`config.mk`:
```
export PLATFORM = sky130hd
export DESIGN_NAME = text_command_line_decoder_unit
export DESIGN_NICKNAME = d
export VERILOG_FILES = /design/src/rtl/core/tcld_pkg.sv /design/src/rtl/core/text_command_line_decoder_unit.sv /design/src/rtl/core/tcld_front.sv /design/src/rtl/core/tcld_queue.sv /design/src/rtl/core/tcld_back.sv
export VERILOG_INCLUDE_DIRS = /design/src /design/src/rtl/core
export SDC_FILE = /design/constraint.sdc
export NUM_CORES = 2
export LEC_CHECK = 0
export ABC_AREA = 1
export BUFFER_PORTS_ARGS = -buffer_cell sky130_fd_sc_hd__buf_2
export CORE_MARGIN = 2
export CORE_UTILIZATION = 46
export DETAILED_ROUTE_END_ITERATION = 16
export PLACE_DENSITY = 0.67
export SLEW_MARGIN = 10
export SYNTH_ARGS = -nofsm -noshare
export SYNTH_HDL_FRONTEND = slang
export SYNTH_SLANG_ARGS = --single-unit
```
`constraint.sdc`:
```
create_clock -name clk_i -period 3.6 [get_ports clk_i]
set_input_delay 0.9 -clock clk_i [delete_from_list [all_inputs] [get_ports clk_i]]
set_output_delay 0.9 -clock clk_i [all_outputs]
set_load 0.01 [all_outputs]
```
`src/rtl/core/text_command_line_decoder_unit_defines.svh`:
```
// ----------------------------------------------------------------------------
// text command line decoder assertion macros
// shared concurrent assertion forms, clocked on clk_i, off during reset
// ----------------------------------------------------------------------------
`ifndef TEXT_COMMAND_LINE_DECODER_UNIT_DEFINES_SVH
`define TEXT_COMMAND_LINE_DECODER_UNIT_DEFINES_SVH

// same-cycle implication
`define TCLD_ASSERT_IMP(label, ante, cons, msg) \
  label: assert property (@(posedge clk_i) disable iff (!rst_ni) (ante) |-> (cons)) \
    else $error(msg);

// next-cycle implication
`define TCLD_ASSERT_NXT(label, ante, cons, msg) \
  label: assert property (@(posedge clk_i) disable iff (!rst_ni) (ante) |=> (cons)) \
    else $error(msg);

`endif

```
`src/rtl/core/tcld_pkg.sv`:
```
// ----------------------------------------------------------------------------
// tcld_pkg
// shared constants, types and helper functions of the command line decoder
// ----------------------------------------------------------------------------
package tcld_pkg;

  localparam int LINE_MAX = 64;
  localparam int IDX_W    = $clog2(LINE_MAX);
  localparam int LEN_W    = $clog2(LINE_MAX + 1);
  localparam int ADDR_W   = IDX_W + 1;
  localparam int MEM_DEPTH = 2 * LINE_MAX;

  // character codes
  localparam logic [7:0] CH_TAB     = 8'h09;
  localparam logic [7:0] CH_LF      = 8'h0A;
  localparam logic [7:0] CH_CR      = 8'h0D;
  localparam logic [7:0] CH_SPACE   = 8'h20;
  localparam logic [7:0] CH_PLUS    = 8'h2B;
  localparam logic [7:0] CH_MINUS   = 8'h2D;
  localparam logic [7:0] CH_ZERO    = 8'h30;
  localparam logic [7:0] CH_NINE    = 8'h39;
  localparam logic [7:0] CH_UPPER_A = 8'h41;
  localparam logic [7:0] CH_UPPER_Z = 8'h5A;
  localparam logic [7:0] CH_CASE    = 8'h20;
  localparam logic [7:0] CH_LOWER_O = 8'h6F;
  localparam logic [7:0] CH_LOWER_N = 8'h6E;

  typedef enum logic [3:0] {
    CODE_UNKNOWN  = 4'd0,
    CODE_HELP     = 4'd1,
    CODE_PING     = 4'd2,
    CODE_STATUS   = 4'd3,
    CODE_DISTANCE = 4'd4,
    CODE_STOP     = 4'd5,
    CODE_FORWARD  = 4'd6,
    CODE_BACKWARD = 4'd7,
    CODE_TURN     = 4'd8,
    CODE_SPEED    = 4'd9,
    CODE_AVOID    = 4'd10,
    CODE_DEBUG    = 4'd11
  } cmd_e;

  // keyword table, left aligned, padded to eight characters
  localparam int KW_NUM      = 14;
  localparam int KW_HELP     = 0;
  localparam int KW_PING     = 1;
  localparam int KW_STATUS   = 2;
  localparam int KW_DISTANCE = 3;
  localparam int KW_STOP     = 4;
  localparam int KW_S        = 5;
  localparam int KW_FORWARD  = 6;
  localparam int KW_F        = 7;
  localparam int KW_BACKWARD = 8;
  localparam int KW_B        = 9;
  localparam int KW_TURN     = 10;
  localparam int KW_SPEED    = 11;
  localparam int KW_AVOID    = 12;
  localparam int KW_DEBUG    = 13;

  localparam logic [63:0] KW_STR [KW_NUM] = '{
    "help____", "ping____", "status__", "distance", "stop____", "s_______",
    "forward_", "f_______", "backward", "b_______", "turn____", "speed___",
    "avoid___", "debug___"
  };
  localparam logic [3:0] KW_LEN [KW_NUM] = '{
    4'd4, 4'd4, 4'd6, 4'd8, 4'd4, 4'd1, 4'd7, 4'd1, 4'd8, 4'd1, 4'd4, 4'd5,
    4'd5, 4'd5
  };

  localparam logic [31:0] NUM_NEG_LIM = 32'h8000_0000;
  localparam logic [31:0] NUM_POS_LIM = 32'h7FFF_FFFF;

  typedef enum logic [1:0] {
    NUM_LEAD  = 2'd0,
    NUM_DIGIT = 2'd1,
    NUM_DONE  = 2'd2
  } num_phase_e;

  typedef struct packed {
    num_phase_e  phase;
    logic        neg;
    logic [31:0] mag;
  } num_t;

  localparam num_t NUM_INIT = '{phase: NUM_LEAD, neg: 1'b0, mag: 32'd0};

  // stored character: whitespace mark and lowercased byte
  typedef struct packed {
    logic       ws;
    logic [7:0] ch;
  } char_t;

  typedef struct packed {
    logic              en;
    logic [ADDR_W-1:0] addr;
    char_t             data;
  } wr_t;

  // one character into the atol-like parser
  function automatic num_t num_step(num_t n, logic [7:0] c, logic ws);
    num_t        r;
    logic [35:0] acc;
    logic [31:0] sat;
    logic        dig;
    r   = n;
    dig = (c >= CH_ZERO) && (c <= CH_NINE);
    acc = {4'd0, n.mag} * 36'd10 + {32'd0, c[3:0]};
    sat = (acc > {4'd0, NUM_NEG_LIM}) ? NUM_NEG_LIM : acc[31:0];
    case (n.phase)
      NUM_LEAD: begin
        if (ws) begin
          r.phase = NUM_LEAD;
        end else if ((c == CH_PLUS) || (c == CH_MINUS)) begin
          r.neg   = (c == CH_MINUS);
          r.phase = NUM_DIGIT;
        end else if (dig) begin
          r.mag   = sat;
          r.phase = NUM_DIGIT;
        end else begin
          r.phase = NUM_DONE;
        end
      end
      NUM_DIGIT: begin
        if (dig) begin
          r.mag = sat;
        end else begin
          r.phase = NUM_DONE;
        end
      end
      default: r = n;
    endcase
    return r;
  endfunction

  function automatic logic signed [31:0] num_final(num_t n);
    logic [31:0] v;
    if (n.neg) begin
      v = 32'd0 - n.mag;
    end else begin
      v = (n.mag > NUM_POS_LIM) ? NUM_POS_LIM : n.mag;
    end
    return $signed(v);
  endfunction

endpackage

```
`src/rtl/core/text_command_line_decoder_unit.sv`:
```
// ----------------------------------------------------------------------------
// text_command_line_decoder_unit
// serial text line buffer with keyword and number decoding
// ----------------------------------------------------------------------------
//  channel   direction  payload
//  s_axis    in         one raw character byte per item
//  m_axis    out        command code, two numbers, on flag per decoded line
//
// a character is accepted when offered unless input stalls; a line is written to one of two banks
// a finished line passes an idle state, a trim scan, a decode of the trimmed
//   characters and an output state; the scan and the decode both read the bank
//   through the single read port
// input stalls only while both banks hold lines not yet handed over
// reset empties the line count and the queue; bank contents stay undefined
// a stalled result holds in the output registers until taken
module text_command_line_decoder_unit import tcld_pkg::*; (
  input  logic        clk_i,
  input  logic        rst_ni,
  input  logic        s_axis_tvalid_i,
  output logic        s_axis_tready_o,
  input  logic [7:0]  s_axis_tdata_i,   // [7:0] char_in
  output logic        m_axis_tvalid_o,
  input  logic        m_axis_tready_i,
  output logic [71:0] m_axis_tdata_o    // [3:0] command_code, [35:4] first_number,
                                        // [67:36] second_number, [68] on_flag,
                                        // [71:69] zero
);

  logic               q_full, q_valid, push, pop;
  logic [LEN_W-1:0]   push_len, head_len;
  wr_t                wr;
  logic [3:0]         code;
  logic signed [31:0] first_num, second_num;
  logic               flag;

  // front: classify and buffer characters
  tcld_front u_front (
    .clk_i      (clk_i),
    .rst_ni     (rst_ni),
    .in_valid_i (s_axis_tvalid_i),
    .in_ready_o (s_axis_tready_o),
    .in_char_i  (s_axis_tdata_i),
    .q_full_i   (q_full),
    .push_o     (push),
    .push_len_o (push_len),
    .wr_o       (wr)
  );

  // finished lines waiting for the decoder
  tcld_queue u_queue (
    .clk_i      (clk_i),
    .rst_ni     (rst_ni),
    .push_i     (push),
    .push_len_i (push_len),
    .pop_i      (pop),
    .full_o     (q_full),
    .valid_o    (q_valid),
    .head_o     (head_len)
  );

  // back: trim, decode and present one line at a time
  tcld_back u_back (
    .clk_i        (clk_i),
    .rst_ni       (rst_ni),
    .wr_i         (wr),
    .q_valid_i    (q_valid),
    .q_len_i      (head_len),
    .pop_o        (pop),
    .out_valid_o  (m_axis_tvalid_o),
    .out_ready_i  (m_axis_tready_i),
    .out_code_o   (code),
    .out_first_o  (first_num),
    .out_second_o (second_num),
    .out_flag_o   (flag)
  );

  assign m_axis_tdata_o = {3'b000, flag, second_num, first_num, code};

endmodule

```
`src/rtl/core/tcld_front.sv`:
```
// ----------------------------------------------------------------------------
// tcld_front
// accepts characters, classifies them and fills the current line bank
// ----------------------------------------------------------------------------
module tcld_front import tcld_pkg::*; (
  input  logic             clk_i,
  input  logic             rst_ni,
  input  logic             in_valid_i,
  output logic             in_ready_o,
  input  logic [7:0]       in_char_i,
  input  logic             q_full_i,
  output logic             push_o,
  output logic [LEN_W-1:0] push_len_o,
  output wr_t              wr_o
);

  logic [LEN_W-1:0] len_q, len_d;
  logic             bank_q, bank_d;
  logic             acc, term, ws;
  logic [7:0]       lc;

  assign in_ready_o = ~q_full_i;
  assign acc        = in_valid_i & in_ready_o;
  assign term       = (in_char_i == CH_LF) || (in_char_i == CH_CR);
  assign ws         = (in_char_i == CH_SPACE) ||
                      ((in_char_i >= CH_TAB) && (in_char_i <= CH_CR));
  assign lc         = ((in_char_i >= CH_UPPER_A) && (in_char_i <= CH_UPPER_Z)) ?
                      (in_char_i + CH_CASE) : in_char_i;

  always_comb begin
    len_d      = len_q;
    bank_d     = bank_q;
    push_o     = 1'b0;
    push_len_o = len_q;
    wr_o.en    = 1'b0;
    wr_o.addr  = {bank_q, len_q[IDX_W-1:0]};
    wr_o.data  = '{ws: ws, ch: lc};
    if (acc) begin
      if (term) begin
        if (len_q != '0) begin
          push_o = 1'b1;
          len_d  = '0;
          bank_d = ~bank_q;
        end
      end else if (len_q < LEN_W'(LINE_MAX)) begin
        wr_o.en = 1'b1;
        len_d   = len_q + LEN_W'(1);
      end
    end
  end

  always_ff @(posedge clk_i or negedge rst_ni) begin
    if (!rst_ni) begin
      len_q  <= '0;
      bank_q <= 1'b0;
    end else begin
      len_q  <= len_d;
      bank_q <= bank_d;
    end
  end

endmodule

```
`src/rtl/core/tcld_queue.sv`:
```
// ----------------------------------------------------------------------------
// tcld_queue
// two-entry queue of finished line lengths, one per line bank
// ----------------------------------------------------------------------------
module tcld_queue import tcld_pkg::*; (
  input  logic             clk_i,
  input  logic             rst_ni,
  input  logic             push_i,
  input  logic [LEN_W-1:0] push_len_i,
  input  logic             pop_i,
  output logic             full_o,
  output logic             valid_o,
  output logic [LEN_W-1:0] head_o
);

  logic [LEN_W-1:0] ent_q [2];
  logic             wp_q, rp_q;
  logic [1:0]       cnt_q;

  assign full_o  = (cnt_q == 2'd2);
  assign valid_o = (cnt_q != 2'd0);
  assign head_o  = ent_q[rp_q];

  always_ff @(posedge clk_i) begin
    if (push_i) ent_q[wp_q] <= push_len_i;
  end

  always_ff @(posedge clk_i or negedge rst_ni) begin
    if (!rst_ni) begin
      wp_q  <= 1'b0;
      rp_q  <= 1'b0;
      cnt_q <= 2'd0;
    end else begin
      if (push_i) wp_q <= ~wp_q;
      if (pop_i)  rp_q <= ~rp_q;
      cnt_q <= cnt_q + {1'b0, push_i} - {1'b0, pop_i};
    end
  end

endmodule

```
`src/rtl/core/tcld_back.sv`:
```
// ----------------------------------------------------------------------------
// tcld_back
// holds the line banks, trims and decodes a queued line, presents the result
// ----------------------------------------------------------------------------
`include "text_command_line_decoder_unit_defines.svh"

module tcld_back import tcld_pkg::*; (
  input  logic               clk_i,
  input  logic               rst_ni,
  input  wr_t                wr_i,
  input  logic               q_valid_i,
  input  logic [LEN_W-1:0]   q_len_i,
  output logic               pop_o,
  output logic               out_valid_o,
  input  logic               out_ready_i,
  output logic [3:0]         out_code_o,
  output logic signed [31:0] out_first_o,
  output logic signed [31:0] out_second_o,
  output logic               out_flag_o
);

  typedef enum logic [1:0] {ST_IDLE, ST_SCAN, ST_DEC, ST_OUT} state_e;

  char_t             mem [MEM_DEPTH];
  char_t             rdata_q;
  logic [ADDR_W-1:0] rd_addr;

  state_e           state_q;
  logic             rbank_q;
  logic [LEN_W-1:0] cnt_q, idx_q, s_q, e_q;
  logic             pend_q, found_q;

  // decoder state
  logic              inword_q, space_q, split_q, on_q, argsp_q;
  logic [3:0]        wpos_q;
  logic [1:0]        qpos_q;
  logic [KW_NUM-1:0] match_q;
  num_t              numw_q, numa_q, numb_q;

  logic              inword_d, space_d, split_d, on_d, argsp_d;
  logic [3:0]        wpos_d;
  logic [1:0]        qpos_d;
  logic [KW_NUM-1:0] match_d, wm;
  num_t              numw_d, numa_d, numb_d;

  cmd_e               code;
  logic signed [31:0] fa, fb;
  logic               flag;
  logic [LEN_W-1:0]   limit;

  assign rd_addr = {rbank_q, cnt_q[IDX_W-1:0]};
  assign limit   = (state_q == ST_SCAN) ? q_len_i : e_q;

  always_ff @(posedge clk_i) begin
    if (wr_i.en) mem[wr_i.addr] <= wr_i.data;
    rdata_q <= mem[rd_addr];
  end

  // one trimmed character into the decoder
  always_comb begin
    inword_d = inword_q;
    space_d  = space_q;
    split_d  = split_q;
    on_d     = on_q;
    argsp_d  = argsp_q;
    wpos_d   = wpos_q;
    qpos_d   = qpos_q;
    match_d  = match_q;
    numw_d   = numw_q;
    numa_d   = numa_q;
    numb_d   = numb_q;
    if (inword_q) begin
      if (rdata_q.ch == CH_SPACE) begin
        inword_d = 1'b0;
        space_d  = 1'b1;
      end else begin
        for (int k = 0; k < KW_NUM; k++) begin
          match_d[k] = match_q[k] && (wpos_q < KW_LEN[k]) &&
                       (rdata_q.ch == KW_STR[k][8*(7-int'(wpos_q[2:0])) +: 8]);
        end
        if (wpos_q != 4'hF) wpos_d = wpos_q + 4'd1;
      end
    end else begin
      on_d = on_q && (((qpos_q == 2'd0) && (rdata_q.ch == CH_LOWER_O)) ||
                      ((qpos_q == 2'd1) && (rdata_q.ch == CH_LOWER_N)));
      if (qpos_q != 2'd3) qpos_d = qpos_q + 2'd1;
      if (rdata_q.ch == CH_SPACE) argsp_d = 1'b1;
      numw_d = num_step(numw_q, rdata_q.ch, rdata_q.ws);
      // the pair splits only at the first space of the argument
      if (split_q) begin
        numb_d = num_step(numb_q, rdata_q.ch, rdata_q.ws);
      end else if ((rdata_q.ch == CH_SPACE) && (qpos_q != 2'd0) && !argsp_q) begin
        split_d = 1'b1;
      end else begin
        numa_d = num_step(numa_q, rdata_q.ch, rdata_q.ws);
      end
    end
  end

  // final selection from the decoder state
  always_comb begin
    for (int k = 0; k < KW_NUM; k++) begin
      wm[k] = match_q[k] && (wpos_q == KW_LEN[k]);
    end
    code = CODE_UNKNOWN;
    fa   = '0;
    fb   = '0;
    flag = 1'b0;
    if (!space_q) begin
      if (wm[KW_HELP])                      code = CODE_HELP;
      else if (wm[KW_PING])                 code = CODE_PING;
      else if (wm[KW_STATUS])               code = CODE_STATUS;
      else if (wm[KW_DISTANCE])             code = CODE_DISTANCE;
      else if (wm[KW_STOP] || wm[KW_S])     code = CODE_STOP;
      else if (wm[KW_FORWARD] || wm[KW_F])  code = CODE_FORWARD;
      else if (wm[KW_BACKWARD] || wm[KW_B]) code = CODE_BACKWARD;
    end else begin
      if (wm[KW_FORWARD] || wm[KW_F]) begin
        code = CODE_FORWARD;
        fa   = num_final(numa_q);
        fb   = num_final(numb_q);
      end else if (wm[KW_BACKWARD] || wm[KW_B]) begin
        code = CODE_BACKWARD;
        fa   = num_final(numa_q);
        fb   = num_final(numb_q);
      end else if (wm[KW_TURN]) begin
        code = CODE_TURN;
        fa   = num_final(numw_q);
      end else if (wm[KW_SPEED]) begin
        code = CODE_SPEED;
        fa   = num_final(numw_q);
      end else if (wm[KW_AVOID]) begin
        code = CODE_AVOID;
        flag = on_q && (qpos_q == 2'd2);
      end else if (wm[KW_DEBUG]) begin
        code = CODE_DEBUG;
        flag = on_q && (qpos_q == 2'd2);
      end
    end
  end

  assign pop_o       = (state_q == ST_OUT) && out_ready_i;
  assign out_valid_o = (state_q == ST_OUT);

  always_ff @(posedge clk_i or negedge rst_ni) begin
    if (!rst_ni) begin
      state_q      <= ST_IDLE;
      rbank_q      <= 1'b0;
      cnt_q        <= '0;
      idx_q        <= '0;
      s_q          <= '0;
      e_q          <= '0;
      pend_q       <= 1'b0;
      found_q      <= 1'b0;
      inword_q     <= 1'b1;
      space_q      <= 1'b0;
      split_q      <= 1'b0;
      on_q         <= 1'b1;
      argsp_q      <= 1'b0;
      wpos_q       <= '0;
      qpos_q       <= '0;
      match_q      <= '1;
      numw_q       <= NUM_INIT;
      numa_q       <= NUM_INIT;
      numb_q       <= NUM_INIT;
      out_code_o   <= CODE_UNKNOWN;
      out_first_o  <= '0;
      out_second_o <= '0;
      out_flag_o   <= 1'b0;
    end else begin
      case (state_q)
        ST_IDLE: begin
          if (q_valid_i) begin
            cnt_q   <= '0;
            pend_q  <= 1'b0;
            found_q <= 1'b0;
            s_q     <= '0;
            e_q     <= '0;
            state_q <= ST_SCAN;
          end
        end
        ST_SCAN, ST_DEC: begin
          // address issue, data in the cycle after
          pend_q <= (cnt_q < limit);
          idx_q  <= cnt_q;
          if (cnt_q < limit) cnt_q <= cnt_q + LEN_W'(1);
          if (state_q == ST_SCAN) begin
            if (pend_q && !rdata_q.ws) begin
              if (!found_q) s_q <= idx_q;
              found_q <= 1'b1;
              e_q     <= idx_q + LEN_W'(1);
            end
            if (!pend_q && (cnt_q >= limit)) begin
              cnt_q    <= s_q;
              pend_q   <= 1'b0;
              inword_q <= 1'b1;
              space_q  <= 1'b0;
              split_q  <= 1'b0;
              on_q     <= 1'b1;
              argsp_q  <= 1'b0;
              wpos_q   <= '0;
              qpos_q   <= '0;
              match_q  <= '1;
              numw_q   <= NUM_INIT;
              numa_q   <= NUM_INIT;
              numb_q   <= NUM_INIT;
              state_q  <= ST_DEC;
            end
          end else begin
            if (pend_q) begin
              inword_q <= inword_d;
              space_q  <= space_d;
              split_q  <= split_d;
              on_q     <= on_d;
              argsp_q  <= argsp_d;
              wpos_q   <= wpos_d;
              qpos_q   <= qpos_d;
              match_q  <= match_d;
              numw_q   <= numw_d;
              numa_q   <= numa_d;
              numb_q   <= numb_d;
            end
            if (!pend_q && (cnt_q >= limit)) begin
              out_code_o   <= code;
              out_first_o  <= fa;
              out_second_o <= fb;
              out_flag_o   <= flag;
              state_q      <= ST_OUT;
            end
          end
        end
        ST_OUT: begin
          if (out_ready_i) begin
            rbank_q <= ~rbank_q;
            state_q <= ST_IDLE;
          end
        end
        default: state_q <= ST_IDLE;
      endcase
    end
  end

  `TCLD_ASSERT_IMP(a_busy_has_line, state_q != ST_IDLE, q_valid_i,
    "line processing without a queued line")
  `TCLD_ASSERT_IMP(a_trim_order, found_q, s_q < e_q,
    "trim start not below trim end")
  `TCLD_ASSERT_IMP(a_dec_in_range, (state_q == ST_DEC) && pend_q,
    (idx_q >= s_q) && (idx_q < e_q), "decode read outside trimmed range")
  `TCLD_ASSERT_NXT(a_pop_to_idle, pop_o, state_q == ST_IDLE,
    "result handed over but decoder not back to idle")

endmodule

```
* After elaboration in Yosys (flattened, before gate mapping)
Memory sizes are Yosys's and may differ from the RTL's. A register that Yosys moved wholly into a read port is not among the register bits.
Index checks and enable logic that the tools add are counted.
** Word-level totals
- Register bits :: 244
- Bits in latches :: 0
- Bits in writable memories :: 1166
- Memory bits (read-only) :: 0
- Input port bits :: 12
- Output and inout port bits :: 74
- Word-level logic and storage cells :: 420
- Memories :: 2
** Memory list
- u_back.mem :: depth 128, width 9, rd ports 1, clocked after memory_dff 1, write ports 1, line tcld_back.sv:24 : char_t mem [MEM_DEPTH];
- u_queue.ent_q :: depth 2, width 7, rd ports 1, clocked after memory_dff 0, write ports 1, line tcld_queue.sv:16 : logic [LEN_W-1:0] ent_q [2];
** Operators by class
- Add/subtract/negate cells :: 15
- $mul :: 3
- Div/mod/pow operators :: 0
- Order comparisons :: 21
- Eq/ne operators :: 61
- Shift operators :: 14
- Muxes and demuxes :: 151
- Bitwise operators :: 7
- Reduce and logical (&&, ||, !) cells :: 112
** Operators by type and width (count)
- 64-bit by 7-bit variable part select with 8-bit output, first input constant :: 14
- 32-bit two-way mux :: 23
- 35-bit two-way mux :: 13
- 32-bit case mux with 2 select lines :: 3
- 8-bit equality test :: 14
- 36-bit by 4-bit adder with 36-bit output :: 3
- 36-bit by 32-bit greater-than comparator with 1-bit output, second input constant :: 3
- 32-bit by 3-bit multiplier with 35-bit output, second input constant :: 3
- 33-bit two-way mux :: 3
- 32-bit by 31-bit greater-than comparator with 1-bit output, second input constant :: 3
- 1-bit by 32-bit subtractor with 32-bit output, first input constant :: 3
- 7-bit two-way mux :: 13
- 4-bit two-way mux :: 19
- 14-bit two-way mux :: 5
- 1-bit logical AND :: 54
- 1-bit two-way mux :: 47
- 7-bit case mux with 2 select lines :: 3
- 8-bit by 6-bit equality test with 1-bit output, second input constant :: 4
- 2-bit two-way mux :: 14
- 2-bit nonzero test :: 14
- 5-bit AND reduction :: 5
- 8-bit AND reduction :: 3
- 7-bit by 1-bit adder with 7-bit output, second input constant :: 3
- 7-bit AND reduction :: 3
- 48 further kinds :: 112

* Depth between registers and ports, before layout
- Depth after elaboration :: 13
- Depth in mapped cells :: 28
- Depth with buffers taken out :: 26

* Cells and area by module
A second synthesis with hierarchy kept.
** Second synthesis, totals
- Cell total of the unflattened synthesis :: 8016
- Area total of the unflattened synthesis :: 73783.3 um2
** Modules (own cells, without submodules)
- tcld_back :: times used 1, cells each 7811, area an instance 72147.9 um2, sequential area each 40598.9 um2
- tcld_front :: times used 1, cells each 139, area an instance 874.6 um2, sequential area each 200.2 um2
- tcld_queue :: times used 1, cells each 61, area an instance 726.9 um2, sequential area each 520.5 um2
- text_command_line_decoder_unit :: times used 1, cells each 5, area an instance 33.8 um2, sequential area each 0.0 um2

* Least setup slack after synthesis
OpenSTA, ideal clock, no wires.
- Kind :: input to register
- Start point :: in s_axis_tdata_i[2]
- End point :: mem u_back.mem[0][8] (netlist bit), data pin
- Library setup time :: 1197 ps
- Data arrival time :: 6209 ps
- Data required time :: 2403 ps
- Slack :: -3805 ps
- Stages on the path :: 3
- Path buffers :: 0
- Cell sequence :: nor3_1 > nand2_1 > o21ai_0
** RTL lines
- from (decl) :: line text_command_line_decoder_unit.sv:21 : input logic [7:0] s_axis_tdata_i,
- to (decl) :: line tcld_back.sv:24

* Worst setup path in the final report
- Start point :: reg u_back.numb_q[3] (netlist bit)
- End point :: reg u_back.numb_q[11] (netlist bit)
** Between the ends
- Cells in the longest elaborated chain, start to end :: 12
** RTL lines
- from (decl) :: line tcld_back.sv:38 : num_t numw_q, numa_q, numb_q;
- from (signal assigned) :: line tcld_back.sv:221 : numb_q <= numb_d;
- 32-bit by 3-bit multiplier with 35-bit output * :: line tcld_pkg.sv:107 : acc = {4'd0, n.mag} * 36'd10 + {32'd0, c[3:0]};
- 36-bit by 4-bit adder with 36-bit output * :: line tcld_pkg.sv:107
- 36-bit by 32-bit greater-than comparator with 1-bit output :: line tcld_pkg.sv:108 : sat = (acc > {4'd0, NUM_NEG_LIM}) ? NUM_NEG_LIM : acc[31:0];
- 32-bit two-way mux * :: line tcld_pkg.sv:108
- 32-bit two-way mux * :: line tcld_pkg.sv:116, tcld_pkg.sv:124
- 32-bit two-way mux :: line tcld_pkg.sv:113 : end else if ((c == CH_PLUS) || (c == CH_MINUS)) begin
- 33-bit two-way mux :: line tcld_pkg.sv:111 : if (ws) begin
- 32-bit case mux with 2 select lines * :: line tcld_pkg.sv:109 : case (n.phase)
- 35-bit two-way mux * :: line tcld_back.sv:90 : if (split_q) begin
- 35-bit two-way mux * :: line tcld_back.sv:72 : if (inword_q) begin
- 35-bit two-way mux * :: line tcld_back.sv:210 : if (pend_q) begin
- 35-bit two-way mux * :: line tcld_back.sv:187 : if (state_q == ST_SCAN) begin
Mark *: on every way between the ends. The rest lies on a longest branch, timed or not. The select of a mux whose other input is x is not followed.
A chain may end at the register's enable or synchronous reset.

==> results.toml <==
[place]
port_buffers = 82
post-dp-hpwl_mm = 156
finalWeightedCongestion = 0.942

[pwr]
leakage_nw = 35.7
vdd_drop_max_uv = 596
powerDensity_nw_per_um2 = 604
power_mw = 54.0

[global_route]
antenna_found_initial = 6
grt_pass1_wl_mm = 350
grt_max_degree = 136
grt_overflow = 0
grt_usage_pct = 27.9
grt_pass1_vias = 59100

[flow_run]
drv_cap = 0

[floorplan]
core_sq_um = 158000
io_pins = 86
dieArea_sq_um = 162000
fp.dieH_um = 403
die_w_um = 403
rows = 146
start_util_pct = 46.2

[sta]
rsz0062_at_grt = "yes"
hold_viol_final = 0
finalCriticalPeriod_ns = 3.76
setup_viol = 93
fin_ws_ns = -0.156
hold-worst-slack_ns = 0.0499
max_clock_freq_mhz = 266
finalClockSkew_ns = 0.0708
slew_headroom_pct = 27.1
worst_slew_pin_slew_ns = 1.09
slew_viol_final = 0
fin_crit_sh_pct = 104

[detailed_routing]
drt-total-wl_mm = 231
vias = 62000
drt-wirelength-per-cell_um = 21.4
first_pass_iters = 6
via_per_inst = 5.72
ant_nets = 0
drt_iter0_drc = 6786
drc = 0

[cts]
clkLatencyLatePin_ns = 0.82
clockBufferDepth = 3
clk_transition_reported_paths_ns = 0.06
cts-buffers-inserted = 152
root_buffer = "clkbuf_16"
cts_num_sinks = 1419
htreeDepth = 4
cts_tree = "built"

[logic_synthesis]
synth_edf_count = 1166
synth_fa_ha_area_share_pct = 4.03
synth.avg_cell_area_sq_um = 9.21
netlist_area_sq_um = 73100
ys_ff_latch = 1419
synth-xor-area-share_pct = 0.897
ys_async_sr_fraction_pct = 17.2
ys_seq_area_share_pct = 56.6
syn_inst = 7930
yosysWarnings = 0
synth_ff_type = "edfxtp_1"
synth_compound_area_share_pct = 11.9
yosysUniqueCellTypes = 72
synthMuxAreaShare_pct = 0.0702
synth_top_family_by_area = "simple AND/OR/NAND/NOR gates"
synth-simple-area-share_pct = 21.3

[worst_setup_path]
critPathMaxFanout = 6
crit_start = "u_back.numb_q[3]"
path_class = "reg2reg"
r2r-end = "u_back.numb_q[11]"
r2r_setup_slack_ns = -0.16
cp.depth = 22
crit_slowest_cell = "fa_2"
cp_top_family = "simple AND/OR/NAND/NOR gates"
crit_path_max_incr_delay_ns = 0.58
worstPathRequired_ns = 4.32
regToRegStartpoint = "u_back.numb_q[3]"
cp.arrival_ns = 4.47
reg2regPathDepth = 22
path_cells = "ha_4 -> ha_4 -> fa_2 -> buf_4 -> nand3_2 -> inv_2 -> nand3_2 -> nor2_4 -> nand2_2 -> buf_4 -> buf_4 -> xor2_1 -> nand3_2 -> nor2_2 -> nand2_2 -> nor2_2 -> nand3_2 -> nand2_4 -> buf_12 -> buf_12 -> nand3_1 -> nand2_1"
start_kind = "flip-flop"
worst-path-buf-inv = 6
path_common_cell = "nand3_2"
cp-end-kind = "flip-flop"

[run_status]
violations = "negative setup slack"
status = "finished with violations"

[finish]
synthToLayoutAreaGrowth_pct = 22.4
final_layout_size_suffix_gt1_share_pct = 20.5
final_util_pct = 56.6
nNetsFinal = 8876

[hold_path]
hp-class = "in2async"
## cell families after synthesis
logic type               after synthesis
XOR/XNOR                              74
other                                  1
buffers and inverters                977
flip-flops                          1419
AND/OR/NAND/NOR                     3725
adder cells (fa/ha/maj)              232
multiplexers                           5
AO/OA/AOI/OAI                       1497
## cell type report
cell class                      count  area [sq um]
Clock buffer                      189          4060
Fill cell                       13400         68600
Inverter                          641          2420
Timing Repair Buffer              881          7390
Multi-Input combinational cell   5537         30700
Sequential cell                  1419         41400
Tap cell                         2072          2590
Clock inverter                     85           861
Antenna cell                        1          2.50
## how the worst max path moves through the flow
stage / end / slack [ns]
2_1_floorplan: u_back.mem[0][8] / -0.08
3_3_place_gp: u_back.numa_q[5] / -0.43
3_5_place_dp: u_back.numa_q[4] / -0.35
4_1_cts: u_back.numa_q[10] / -0.11
5_1_grt: u_back.numa_q[13] / -0.36
6_report: u_back.numb_q[11] / -0.16
## per-layer routing
metal,part of all wire (%),global-route usage [%],up-vias
li1,-,-,29000
met1,40,37.2,29900
met2,47,44.7,2642
met3,8.4,5.04,466
met4,4.3,11.9,6
met5,0.013,0,-
## what timing repair did
| action | 4_1_cts | 5_1_grt |
|---|---|---|
| hold buffers | 0 | 0 |
| pin swaps | 73 | 168 |
| setup endpoints to repair | 96 | 114 |
| setup buffers | 65 | 30 |
| gates resized for setup | 327 | 336 |
| cloned | 13 | 2 |
## state kept, by name (all words and copies together) (netlist names), 7 cells and up
signal / count
u_queue.ent_q: 14
u_back.e_q: 7
u_front.push_len_o: 7
u_back.out_first_o: 32
u_back.out_second_o: 32
u_back.cnt_q: 7
u_back.rdata_q: 9
u_back.s_q: 7
u_back.numa_q: 35
u_back.mem: 1152
u_back.idx_q: 7
u_back.match_q: 14
u_back.numb_q: 35
u_back.numw_q: 35
## cells in the final DEF, fill, tap and decap left out, types with 22 or more instances in the layout
| cell | instances |
|---|---|
| nand2_1 | 1536 |
| edfxtp_1 | 1166 |
| nor2_1 | 1114 |
| o21ai_0 | 821 |
| buf_4 | 719 |
| inv_1 | 594 |
| nand3_1 | 401 |
| o22ai_1 | 195 |
| dfrtp_1 | 195 |
| clkbuf_16 | 157 |
| ha_1 | 156 |
| nand2_2 | 146 |
| a21oi_1 | 128 |
| nand3_2 | 123 |
| o221ai_1 | 116 |
| nand4_1 | 95 |
| buf_2 | 76 |
| nor2_2 | 74 |
| ha_4 | 60 |
| nor2_4 | 59 |
| nor3_1 | 58 |
| buf_12 | 53 |
| o211ai_1 | 52 |
| xor2_1 | 52 |
| clkinv_1 | 41 |
| a31oi_1 | 39 |
| inv_2 | 32 |
| a21oi_2 | 31 |
| dfrtp_2 | 30 |
| clkbuf_1 | 29 |
| nand2_4 | 27 |
| clkinv_2 | 26 |
| nor4_1 | 22 |
## Yosys cell counts, drive strengths merged (6+ instances only)
cell,instances,share of area (%)
nand4,96,0.83
a21oi,159,1.1
dfstp,16,0.58
a22o,17,0.20
o221ai,116,1.4
xnor2,12,0.14
fa,6,0.16
and2,6,0.051
nand3,544,3.9
o211ai,52,0.53
ha,226,3.9
o31ai,20,0.21
or2,11,0.094
dfxtp,9,0.25
a221oi,10,0.12
edfxtp,1166,48
nor4,24,0.21
o22ai,195,1.7
nor3,72,0.51
dfrtp,228,7.8
xor2,62,0.75
inv,628,3.2
clkinv,13,0.067
o21ai,841,5.8
nand2,1709,8.9
buf,42,0.40
clkbuf,294,1.5
a31oi,40,0.34
o21bai,10,0.10
o311ai,6,0.072
nand3b,9,0.092
nor2,1247,6.6
## worst register-to-register path, stage by stage, from the launching register on
cell,delay [ns]
dfrtp_1,0.43
ha_4,0.27
ha_4,0.16
fa_2,0.58
buf_4,0.13
nand3_2,0.11
inv_2,0.10
nand3_2,0.11
nor2_4,0.11
nand2_2,0.09
buf_4,0.14
buf_4,0.12
xor2_1,0.26
nand3_2,0.12
nor2_2,0.12
nand2_2,0.08
nor2_2,0.13
nand3_2,0.10
nand2_4,0.12
buf_12,0.13
buf_12,0.13
nand3_1,0.07
nand2_1,0.06
## per-stage QoR
step	instances	setup slack [ns]	TNS, ns	area [sq um]
4_1_cts	10800	-0.106	-2.77	87800
3_3_place_gp	10400	-0.427	-20.89	80600
6_report	10800	-0.156	-8.22	89400
5_1_grt	10800	-0.365	-27.66	89400
3_5_place_dp	10400	-0.347	-22.19	80600
2_1_floorplan	7932	-0.0753	-9.64	73100
## where the power goes
part	switching, mW	total (mW)	internal [mW]
registers	0.636	19.2	18.5
logic	13.3	19.4	6.08
clock network	6.76	15.5	8.73
total	20.7	54.0	33.3
No activity file was read; power rests on OpenSTA's default activity.
